[config.mk]
export PLATFORM = sky130hd
export DESIGN_NAME = waypoint_move_step_2d_unit
export DESIGN_NICKNAME = d
export VERILOG_FILES = /design/src/rtl/wms2d_pkg.sv /design/src/rtl/wms2d_div.sv /design/src/rtl/waypoint_move_step_2d_unit.sv
export SDC_FILE = /design/constraint.sdc
export NUM_CORES = 2
export LEC_CHECK = 0
export BUFFER_PORTS_ARGS = -buffer_cell sky130_fd_sc_hd__buf_4
export CELL_PAD_IN_SITES_DETAIL_PLACEMENT = 0
export CELL_PAD_IN_SITES_GLOBAL_PLACEMENT = 2
export CORE_MARGIN = 2
export CORE_UTILIZATION = 42
export CTS_CLUSTER_SIZE = 10
export DETAILED_ROUTE_END_ITERATION = 12
export PLACE_DENSITY = 0.83
export SYNTH_ARGS = -nofsm -noshare
export SYNTH_HDL_FRONTEND = slang
export SYNTH_HIERARCHICAL = 1
export SYNTH_SLANG_ARGS = --single-unit
[constraint.sdc]
create_clock -name clk_i -period 14.8 [get_ports clk_i]
set_input_delay 2.96 -clock clk_i [delete_from_list [all_inputs] [get_ports clk_i]]
set_output_delay 2.96 -clock clk_i [all_outputs]
set_load 0.01 [all_outputs]
[src/rtl/wms2d_pkg.sv]
// Package for the 2D waypoint step unit: widths, register indexes, reset values
// and the opcode. Used by every file under rtl.
package wms2d_pkg;
  localparam int unsigned PosW  = 32;
  localparam int unsigned VelW  = 17;
  localparam int unsigned SpdW  = 16;
  localparam int unsigned TolW  = 24;
  localparam int unsigned TickW = 16;
  localparam int unsigned DiffW = 33;
  localparam int unsigned RootW = 33;
  localparam int unsigned RemW  = 36;
  localparam int unsigned NumW  = 49;
  localparam int unsigned QW    = 17;
  localparam int unsigned CfgIdxW = 2;
  localparam int unsigned CfgDatW = 24;

  localparam logic [CfgIdxW-1:0] RegSpeed = 2'd0;
  localparam logic [CfgIdxW-1:0] RegTol   = 2'd1;
  localparam logic [CfgIdxW-1:0] RegTick  = 2'd2;

  localparam logic [SpdW-1:0]  SpeedRst = 16'd256;
  localparam logic [TolW-1:0]  TolRst   = 24'd128;
  localparam logic [TickW-1:0] TickRst  = 16'd655;

  localparam logic OpStep = 1'b0;
  localparam logic OpLoad = 1'b1;
endpackage

[src/rtl/wms2d_div.sv]
// Bit-serial restoring divider: 49-bit numerator over 33-bit divisor, 17-bit
// quotient (quotient is known to fit). Depends on wms2d_pkg.
module wms2d_div (
  input  logic                          clk_i,
  input  logic                          rst_ni,
  input  logic                          start_i,
  input  logic [wms2d_pkg::NumW-1:0]    num_i,
  input  logic [wms2d_pkg::RootW-1:0]   den_i,
  output logic                          done_o,
  output logic [wms2d_pkg::QW-1:0]      quo_o
);
  logic [wms2d_pkg::NumW-1:0]  num_q, num_d;
  logic [wms2d_pkg::RootW:0]   rem_q, rem_d;
  logic [wms2d_pkg::RootW-1:0] den_q;
  logic [wms2d_pkg::QW-1:0]    quo_q, quo_d;
  logic [5:0]                  cnt_q, cnt_d;
  logic                        busy_q, busy_d, done_q, done_d;
  logic [wms2d_pkg::RootW+1:0] sh;

  always_comb begin
    num_d  = num_q;
    rem_d  = rem_q;
    quo_d  = quo_q;
    cnt_d  = cnt_q;
    busy_d = busy_q;
    done_d = 1'b0;
    sh     = {rem_q, num_q[wms2d_pkg::NumW-1]};
    if (start_i) begin
      num_d  = num_i;
      rem_d  = '0;
      quo_d  = '0;
      cnt_d  = 6'(wms2d_pkg::NumW);
      busy_d = 1'b1;
    end else if (busy_q) begin
      num_d = num_q << 1;
      if (sh >= {1'b0, 1'b0, den_q}) begin
        rem_d = (wms2d_pkg::RootW+1)'(sh - {2'b0, den_q});
        quo_d = {quo_q[wms2d_pkg::QW-2:0], 1'b1};
      end else begin
        rem_d = sh[wms2d_pkg::RootW:0];
        quo_d = {quo_q[wms2d_pkg::QW-2:0], 1'b0};
      end
      cnt_d = cnt_q - 6'd1;
      if (cnt_q == 6'd1) begin
        busy_d = 1'b0;
        done_d = 1'b1;
      end
    end
  end

  always_ff @(posedge clk_i or negedge rst_ni) begin
    if (!rst_ni) begin
      busy_q <= 1'b0;
      done_q <= 1'b0;
      cnt_q  <= '0;
    end else begin
      busy_q <= busy_d;
      done_q <= done_d;
      cnt_q  <= cnt_d;
    end
  end

  always_ff @(posedge clk_i) begin
    num_q <= num_d;
    rem_q <= rem_d;
    quo_q <= quo_d;
    if (start_i) den_q <= den_i;
  end

  assign done_o = done_q;
  assign quo_o  = quo_q;
endmodule

[src/rtl/waypoint_move_step_2d_unit.sv]
// Top level of the 2D waypoint step unit: sequencer, shared 33x33 multiplier, serial
// square root and one shared serial divider. Depends on wms2d_pkg and wms2d_div.
// A load word goes straight to the result; a step word runs the square root and, unless
// it arrives, four divisions in turn through the one divider.
// One word at a time: s_axis_tready rises the cycle after the result word is taken.
// Reset (rst_ni low, async) clears position and velocity; speed 1.0, tol 0.5, tick 655.
module waypoint_move_step_2d_unit (
  input  logic        clk_i,
  input  logic        rst_ni,
  input  logic        s_axis_tvalid,
  output logic        s_axis_tready,
  input  logic [63:0] s_axis_tdata,   // target_x[31:0], target_y[63:32]
  input  logic        s_axis_tuser,   // operation
  output logic        m_axis_tvalid,
  input  logic        m_axis_tready,
  output logic [103:0] m_axis_tdata,  // position_x, position_y, velocity_x, velocity_y
  output logic        m_axis_tuser,   // arrived
  input  logic        cfg_we_i,
  input  logic [wms2d_pkg::CfgIdxW-1:0] cfg_idx_i,
  input  logic [wms2d_pkg::CfgDatW-1:0] cfg_data_i
);
  typedef enum logic [3:0] {
    StIdle, StSqX, StSqY, StRoot, StStep, StDecide, StDiv, StDivWait, StOut
  } state_e;

  state_e state_q;
  logic [wms2d_pkg::SpdW-1:0]  speed_q;
  logic [wms2d_pkg::TolW-1:0]  tol_q;
  logic [wms2d_pkg::TickW-1:0] tick_q;
  logic signed [wms2d_pkg::PosW-1:0] pos_x_q, pos_y_q, tx_q, ty_q;
  logic signed [wms2d_pkg::VelW-1:0] vel_x_q, vel_y_q;
  logic [wms2d_pkg::DiffW-1:0] ax_q, ay_q;
  logic        nx_q, ny_q, arrived_q;
  logic [65:0] sum_q;
  logic [wms2d_pkg::RootW-1:0] root_q;
  logic [wms2d_pkg::RemW-1:0]  rem_q;
  logic [5:0]  it_q;
  logic [wms2d_pkg::SpdW-1:0]  stp_q;
  logic [1:0]  dsel_q;
  logic signed [wms2d_pkg::PosW-1:0] dpx_q, dpy_q;

  logic [wms2d_pkg::DiffW-1:0] mul_a, mul_b;
  logic [65:0] mul_p;
  logic [wms2d_pkg::RemW-1:0] rem_sh, trial;
  logic [1:0] pair;
  logic        div_start, div_done;
  logic [wms2d_pkg::NumW-1:0] div_num;
  logic [wms2d_pkg::QW-1:0]  div_q;
  logic [wms2d_pkg::DiffW-1:0] dmag;
  logic [wms2d_pkg::SpdW-1:0]  dk;
  logic        dneg;
  logic signed [wms2d_pkg::PosW-1:0] qs;

  always_comb begin
    mul_a = ax_q;
    mul_b = ax_q;
    case (state_q)
      StSqY: begin
        mul_a = ay_q;
        mul_b = ay_q;
      end
      StStep: begin
        mul_a = {17'b0, speed_q};
        mul_b = {17'b0, tick_q};
      end
      StDiv: begin
        mul_a = dmag;
        mul_b = {17'b0, dk};
      end
      default: ;
    endcase
  end
  assign mul_p = {mul_a, 33'b0} == '0 ? '0 : 66'(mul_a) * 66'(mul_b);

  always_comb begin
    dmag = dsel_q[0] ? ay_q : ax_q;
    dneg = dsel_q[0] ? ny_q : nx_q;
    dk   = dsel_q[1] ? speed_q : stp_q;
  end
  assign div_num   = wms2d_pkg::NumW'(mul_p);
  assign div_start = (state_q == StDiv);
  assign qs = dneg ? -wms2d_pkg::PosW'(div_q) : wms2d_pkg::PosW'(div_q);

  assign pair   = (it_q == 6'd32) ? sum_q[65:64] : sum_q[63:62];
  assign rem_sh = {rem_q[wms2d_pkg::RemW-3:0], pair};
  assign trial  = {1'b0, root_q, 2'b01};

  wms2d_div u_div (
    .clk_i   (clk_i),
    .rst_ni  (rst_ni),
    .start_i (div_start),
    .num_i   (div_num),
    .den_i   (root_q),
    .done_o  (div_done),
    .quo_o   (div_q)
  );

  always_ff @(posedge clk_i or negedge rst_ni) begin
    if (!rst_ni) begin
      state_q   <= StIdle;
      speed_q   <= wms2d_pkg::SpeedRst;
      tol_q     <= wms2d_pkg::TolRst;
      tick_q    <= wms2d_pkg::TickRst;
      pos_x_q   <= '0;
      pos_y_q   <= '0;
      vel_x_q   <= '0;
      vel_y_q   <= '0;
      arrived_q <= 1'b0;
      it_q      <= '0;
      dsel_q    <= '0;
    end else begin
      if (cfg_we_i) begin
        case (cfg_idx_i)
          wms2d_pkg::RegSpeed: speed_q <= cfg_data_i[wms2d_pkg::SpdW-1:0];
          wms2d_pkg::RegTol:   tol_q   <= cfg_data_i;
          wms2d_pkg::RegTick:  tick_q  <= cfg_data_i[wms2d_pkg::TickW-1:0];
          default: ;
        endcase
      end
      case (state_q)
        StIdle: if (s_axis_tvalid) begin
          tx_q <= s_axis_tdata[31:0];
          ty_q <= s_axis_tdata[63:32];
          if (s_axis_tuser == wms2d_pkg::OpLoad) begin
            pos_x_q   <= s_axis_tdata[31:0];
            pos_y_q   <= s_axis_tdata[63:32];
            arrived_q <= 1'b0;
            state_q   <= StOut;
          end else begin
            begin : diff
              logic signed [wms2d_pkg::DiffW-1:0] ex, ey;
              ex = {s_axis_tdata[31], s_axis_tdata[31:0]} - {pos_x_q[31], pos_x_q};
              ey = {s_axis_tdata[63], s_axis_tdata[63:32]} - {pos_y_q[31], pos_y_q};
              nx_q <= ex[32];
              ny_q <= ey[32];
              ax_q <= ex[32] ? -ex : ex;
              ay_q <= ey[32] ? -ey : ey;
            end
            state_q <= StSqX;
          end
        end
        StSqX: begin
          sum_q   <= mul_p;
          state_q <= StSqY;
        end
        StSqY: begin
          sum_q   <= sum_q + mul_p;
          root_q  <= '0;
          rem_q   <= '0;
          it_q    <= 6'd32;
          state_q <= StRoot;
        end
        StRoot: begin
          if (rem_sh >= trial) begin
            rem_q  <= rem_sh - trial;
            root_q <= {root_q[wms2d_pkg::RootW-2:0], 1'b1};
          end else begin
            rem_q  <= rem_sh;
            root_q <= {root_q[wms2d_pkg::RootW-2:0], 1'b0};
          end
          if (it_q != 6'd32) sum_q <= {sum_q[63:0], 2'b00};
          it_q <= it_q - 6'd1;
          if (it_q == 6'd0) state_q <= StStep;
        end
        StStep: begin
          stp_q   <= mul_p[31:16];
          state_q <= StDecide;
        end
        StDecide: begin
          if (root_q <= {9'b0, tol_q}) begin
            vel_x_q   <= '0;
            vel_y_q   <= '0;
            arrived_q <= 1'b1;
            state_q   <= StOut;
          end else if ({17'b0, stp_q} >= root_q) begin
            pos_x_q   <= tx_q;
            pos_y_q   <= ty_q;
            vel_x_q   <= '0;
            vel_y_q   <= '0;
            arrived_q <= 1'b1;
            state_q   <= StOut;
          end else begin
            arrived_q <= 1'b0;
            dsel_q    <= 2'd0;
            state_q   <= StDiv;
          end
        end
        StDiv: state_q <= StDivWait;
        StDivWait: if (div_done) begin
          case (dsel_q)
            2'd0: dpx_q <= qs;
            2'd1: dpy_q <= qs;
            2'd2: vel_x_q <= qs[wms2d_pkg::VelW-1:0];
            default: vel_y_q <= qs[wms2d_pkg::VelW-1:0];
          endcase
          dsel_q <= dsel_q + 2'd1;
          if (dsel_q == 2'd3) begin
            pos_x_q <= pos_x_q + dpx_q;
            pos_y_q <= pos_y_q + dpy_q;
            state_q <= StOut;
          end else begin
            state_q <= StDiv;
          end
        end
        StOut: if (m_axis_tready) state_q <= StIdle;
        default: state_q <= StIdle;
      endcase
    end
  end

  assign s_axis_tready = (state_q == StIdle);
  assign m_axis_tvalid = (state_q == StOut);
  assign m_axis_tuser  = arrived_q;
  assign m_axis_tdata  = {6'b0, vel_y_q, vel_x_q, pos_y_q, pos_x_q};

  a_one_side: assert property (@(posedge clk_i) disable iff (!rst_ni)
    !(s_axis_tready && m_axis_tvalid)) else $error("ready while result held");
  a_root_fit: assert property (@(posedge clk_i) disable iff (!rst_ni)
    (state_q == StDiv) |-> ({17'b0, stp_q} < root_q)) else $error("div by short root");
  a_out_hold: assert property (@(posedge clk_i) disable iff (!rst_ni)
    (m_axis_tvalid && !m_axis_tready) |=> $stable(m_axis_tdata)) else $error("out moved");
endmodule

* Yosys cells after proc, flatten, opt, wreduce, memory -nomap -nowiden
Index checks and enable logic that the tools add are counted.
** Storage, ports and cells
- Register bits after elaboration :: 653
- Input bits :: 96
- Output and inout bits :: 107
- Word-level logic and storage cells :: 177
** Cells by class
- Add/sub/neg operators :: 13
- Multipliers :: 1
- $lt $le $gt $ge :: 4
- Equality and inequality tests :: 29
- Muxes and demuxes :: 69
- Bitwise gates (word level) :: 1
- Reductions and logical operators :: 28
** Operators by type and width (number)
- $mux W32 :: 15
- $pmux W33 S3 :: 2
- $pmux W66 S3 :: 1
- $pmux W32 S3 :: 2
- $mux W66 :: 2
- $mux W17 :: 6
- $mux W49 :: 2
- $mux W34 :: 2
- $pmux W17 S2 :: 2
- $pmux W34 S2 :: 1
- $add A66 B66 Y66 :: 1
- $mul A33 B33 Y66 :: 1
- $neg A33 Y33 :: 2
- $pmux W33 S2 :: 1
- $sub A32 B32 Y33 :: 2
- $add A32 B32 Y32 :: 2
- $ge A36 B35 Y1 :: 1
- $pmux W4 S9 :: 1
- $ge A35 B33 Y1 :: 1
- $sub A34 B33 Y34 :: 1
- $sub A34 B34 Y34 :: 1
- $ge A16 B33 Y1 :: 1
- $le A33 B24 Y1 :: 1
- $logic_not A33 Y1 :: 1
- other kinds (35) :: 93

* Depth between registers and ports, before layout
- Word-level depth :: 6
- Gate-level depth with buffers :: 53
- Mapped depth without buffers :: 46

* Cells and area by module
The synthesis kept the hierarchy.
** Modules (own cells, without submodules)
- waypoint_move_step_2d_unit :: instances 1, cells each 7948, area an instance 71365.9 sq um, seq. area each 14549.0 sq um
- wms2d_div :: instances 1, cells each 738, area an instance 7554.7 sq um, seq. area each 3683.5 sq um

* Least setup slack after synthesis
OpenSTA, ideal clock, no wires.
- Path kind :: register to register
- Start :: reg state_q[2]
- End :: reg sum_q[65], data pin
- Library setup time :: 0.163 ns
- Data arrival time :: 12.155 ns
- Required time :: 14.637 ns
- Slack :: 2.482 ns
- Stages on the path, launching flop included :: 49
- Buffers on the path :: 4
- Period minus slack after synthesis :: 12.318 ns
- Cell sequence :: dfrtp_1 -> clkbuf_1 -> nor2b_1 -> nand3b_1 -> inv_1 -> clkbuf_1 -> a221o_1 -> o21a_1 -> clkbuf_1 -> nand2_1 -> fa_1 -> inv_1 -> fa_1 -> fa_1 -> inv_1 -> fa_1 -> inv_1 -> fa_1 -> (+13 left out) -> or3_1 -> nand2b_1 -> a21oi_1 -> o21ai_0 -> xnor2_1 -> nor2_1 -> ha_1 -> nand2_1 -> o21ai_0 -> nor2_1 -> a211o_1 -> a31o_2 -> a21o_1 -> o41ai_1 -> a31oi_1 -> o21ai_0 -> xor3_1 -> o221ai_1
** On the way
- Word-level cells in the longest chain between the ends :: 6
- Elaborated cells on any way between the ends :: 12
- Classes of those cells :: 1 x add/sub; 1 x mul; 5 x eq/ne; 4 x mux; 1 x reduce/logical
** RTL lines
- from (decl) :: RTL line waypoint_move_step_2d_unit.sv:26 : state_e state_q;
- from (signal assigned) :: RTL line waypoint_move_step_2d_unit.sv:100 : state_q <= StIdle;
- from (signal assigned) :: RTL line waypoint_move_step_2d_unit.sv:128 : state_q <= StOut;
- from (signal assigned) :: RTL line waypoint_move_step_2d_unit.sv:139 : state_q <= StSqX;
- $eq A4 B3 Y1 *
- named net div_start :: RTL line waypoint_move_step_2d_unit.sv:46 : logic div_start, div_done;
- $pmux W33 S3 :: RTL line waypoint_move_step_2d_unit.sv:57 : case (state_q)
- $mul A33 B33 Y66 / $logic_not A33 Y1 (equally long branches) :: RTL line waypoint_move_step_2d_unit.sv:73 : assign mul_p = {mul_a, 33'b0} == '0 ? '0 : 66'(mul_a) * 66'(mul_b);
- $mux W66 * :: RTL line waypoint_move_step_2d_unit.sv:73
- named net mul_p[36] :: RTL line waypoint_move_step_2d_unit.sv:43 : logic [65:0] mul_p;
- $add A66 B66 Y66 * :: RTL line waypoint_move_step_2d_unit.sv:147 : sum_q <= sum_q + mul_p;
- $pmux W66 S3 * :: RTL line waypoint_move_step_2d_unit.sv:120 : case (state_q)
- to (signal assigned) :: RTL line waypoint_move_step_2d_unit.sv:143 : sum_q <= mul_p;
- to (signal assigned) :: RTL line waypoint_move_step_2d_unit.sv:147
- to (signal assigned) :: RTL line waypoint_move_step_2d_unit.sv:161 : if (it_q != 6'd32) sum_q <= {sum_q[63:0], 2'b00};
- to (decl) :: RTL line waypoint_move_step_2d_unit.sv:34 : logic [65:0] sum_q;
Mark *: on every way through the listed nets, which the timed path passes. The rest lies on a longest branch.
A chain may end at the register's enable or synchronous reset.

* Final worst setup path
- Start :: reg state_q[0]
- End :: reg sum_q[65], data pin
** On the way
- Word-level cells in the longest chain between the ends :: 6
- Elaborated cells on any way between the ends :: 12
- Classes of those cells :: 1 x add/sub; 1 x mul; 5 x eq/ne; 4 x mux; 1 x reduce/logical
** RTL lines (RTL line)
- $eq A4 B3 Y1 / $eq A4 B2 Y1 (equally long branches) :: waypoint_move_step_2d_unit.sv:57, waypoint_move_step_2d_unit.sv:120
- $pmux W33 S3 :: waypoint_move_step_2d_unit.sv:57
- $mul A33 B33 Y66 / $logic_not A33 Y1 (equally long branches) :: waypoint_move_step_2d_unit.sv:73
- $mux W66 :: waypoint_move_step_2d_unit.sv:73
- $add A66 B66 Y66 :: waypoint_move_step_2d_unit.sv:147
- $pmux W66 S3 * :: waypoint_move_step_2d_unit.sv:120
Every way passes the cells marked *; elsewhere a longest branch is shown, timed or not.

==> impl_metrics.yaml <==
run_status:
  status: "finished with violations"
  violations: "capacitance limit, slew limit"
die:
  boundaryPins: 203
  die_w_um: 437
  start_util_pct: 42.2
  fp.coreArea_mm2: 0.187
  die_area_mm2: 0.191
  die_y_um: 437
  num_rows: 159
placement:
  dp_hpwl_um: 233000
  port_buffers: 196
  gp_congestion: 0.979
  dpl_cell_area_mm2: 0.0836
  placed_cells: 11100
clocking:
  cts_tree: "built"
  postCtsSetupRepairBufs: 0
  postCtsHoldBufs: 0
  cts_max_level: 3
  clock_latency_ns: 0.69
  cts_max_path_buffers: 3
  cts_resized: 0
  numCtsBuffers: 79
  clock-sinks: 653
  clock-root-buffer: "clkbuf_16"
  clkTransAtPathRegs_ns: 0.07
critical_path:
  rr_worst_depth: 36
  start_kind: "flip-flop"
  crit_path_frequent_cell: "fa_1"
  critPathMaxStageDelay_ns: 0.87
  end_kind: "flip-flop"
  r2r_setup_slack_ns: 0.47
  crit_path_start: "state_q[0]$_DFFE_PN0P_"
  crit_type: "reg2reg"
  cp_data_arrival_time_ns: 14.84
  r2r-end: "sum_q[65]$_DFFE_PP_"
  required_ns: 15.32
  crit_fanout: 18
  r2r-start: "state_q[0]$_DFFE_PN0P_"
  crit_end: "sum_q[65]$_DFFE_PP_"
  critPathSlowestCell: "a22o_1"
synth:
  synth_edf_count: 427
  netlist_area_mm2: 0.0789
  syn_avg_cell_area_um2: 9.09
  async_flop_share_pct: 26.8
  synth.area.top_cells: "fa_1 (24%), edfxtp_1 (16%), ha_1 (9.1%)"
  netlist_instances: 8686
  synthFlopType: "edfxtp_1"
  synth.distinct_cells: 112
  yosysTopAreaCellShare_pct: 24.5
  ys_ff_latch: 653
  synth-seq-area-share_pct: 23.1
  yosysWarnings: 6
  yosys.area.top_type: "fa_1"
final_layout:
  drive_above_1_share_pct: 8.80
  finalInstanceArea_mm2: 0.0860
  layout_commonest_cell: "inv_1"
  fin_nets: 10400
  final_cell_mix: "inv_1 (1,349), nor2_1 (1,016), fa_1 (964)"
  fin_cells: 11300
  area_growth_pct: 8.98
route:
  wl_um: 296000
  wl_per_cell_um: 26.2
  via_count: 64900
  antenna_left: 0
  via_per_inst: 5.75
  drt_iter0_drc: 5875
  dr.pass1.iters: 6
  drc: 0
grt:
  grt_pass1_wl_um: 438000
  grt_pass1_vias: 65300
  use_met3_pct: 5.42
  overflow: 0
  met1_usage_pct: 42.6
  grt_max_degree: 110
  gr-usage-all-layers_pct: 30.8
  use_met2_pct: 48.0
  antenna_found_initial: 10
  gr-max-usage-layer: "met2"
hold_path:
  hold_class: "reg2reg"
sta:
  worst_pin_slew_ns: 1.52
  max_freq_mhz: 69.8
  tns_ns: 0
  period_needed_ns: 14.33
  hold_viol: 0
  setup_violations: 0
  relSlewSlack_pct: -1.09
  min_period_over_period_pct: 96.8
  fin_skew_ns: 0.0301
  drv_slew: 21
  rsz0062_at_grt: "false"
run:
  drv_cap: 1
-- area by class of cell --
type                       count  area, µm²
antenna                        2       5.00
clock buffer                 129       2210
clock inverter                17        161
fill                       18200     101000
inverter                    1362       5120
multi-input combinational   6249      54200
sequential                   653      18200
tap                         2495       3120
timing repair buffer         384       2910
-- through the flow --
step	worst slack (ns)	utilization [%]	hold WS, ns
after floorplan	2.48	-	0.426
after global placement	0.875	44.7	0.446
after detailed placement	0.940	44.7	0.452
after CTS	0.919	45.9	0.464
after global routing	0.0669	45.9	0.466
final	0.475	45.9	0.455
-- cell families after synthesis --
group           after synthesis  synth area share [%]
simple gates               2561                  14.5
buf+inv                    1789                  8.59
compound gates             1545                  13.0
fa+ha+maj                  1540                  33.6
flops                       653                  23.1
xor+xnor                    360                  4.02
mux                         237                  3.25
other cells                   1               0.00475
-- how the worst min path moves through the flow --
stage	endpoint	cells past startpoint	from
floorplan	u_div/den_q[25]$_DFFE_PP_	0	root_q[25]$_SDFFCE_PN0P_
global placement	u_div/den_q[25]$_DFFE_PP_	0	root_q[25]$_SDFFCE_PN0P_
detailed placement	u_div/den_q[25]$_DFFE_PP_	0	root_q[25]$_SDFFCE_PN0P_
CTS	u_div/den_q[25]$_DFFE_PP_	0	root_q[25]$_SDFFCE_PN0P_
global route	u_div/den_q[25]$_DFFE_PP_	0	root_q[25]$_SDFFCE_PN0P_
finish	u_div/den_q[25]$_DFFE_PP_	0	root_q[25]$_SDFFCE_PN0P_
-- critical path, delay by kind of cell (launching register included) --
kind                     cells  cell delay [ns]
AO/OA/AOI/OAI                9             3.32
adder cells (fa/ha/maj)     10             5.02
AND/OR/NAND/NOR             10             3.31
XOR/XNOR                     2             0.70
flip-flops                   1             0.52
buffers and inverters        5             1.24
-- layer usage --
metal	wire length (µm)	share of wire, %	vias up
met4	13100	4.4	8
li1	-	-	28900
met5	55	0.019	-
met2	132000	45	2583
met3	22600	7.6	559
met1	128000	43	32900
-- registers in the layout, indices dropped and copies added, names as in the netlist, 33 cells and up --
register,flops
ax_q,33
u_div/num_q,49
ay_q,33
sum_q,66
u_div/rem_q,34
u_div/den_q,33
root_q,33
rem_q,34
-- synth_stat cells, types with 97 or more instances --
master,count
inv_1,1351
nor2_1,1020
fa_1,964
nand2_1,836
ha_1,576
edfxtp_1,427
a21oi_1,425
clkbuf_1,369
o21ai_0,295
xnor2_1,215
dfrtp_1,167
a21o_1,164
mux2_2,151
xor2_1,143
nand3_1,97
Power is left out: the tool's default activity adds up to more than one toggle a clock period on the data nets, which glitch-free logic cannot reach.
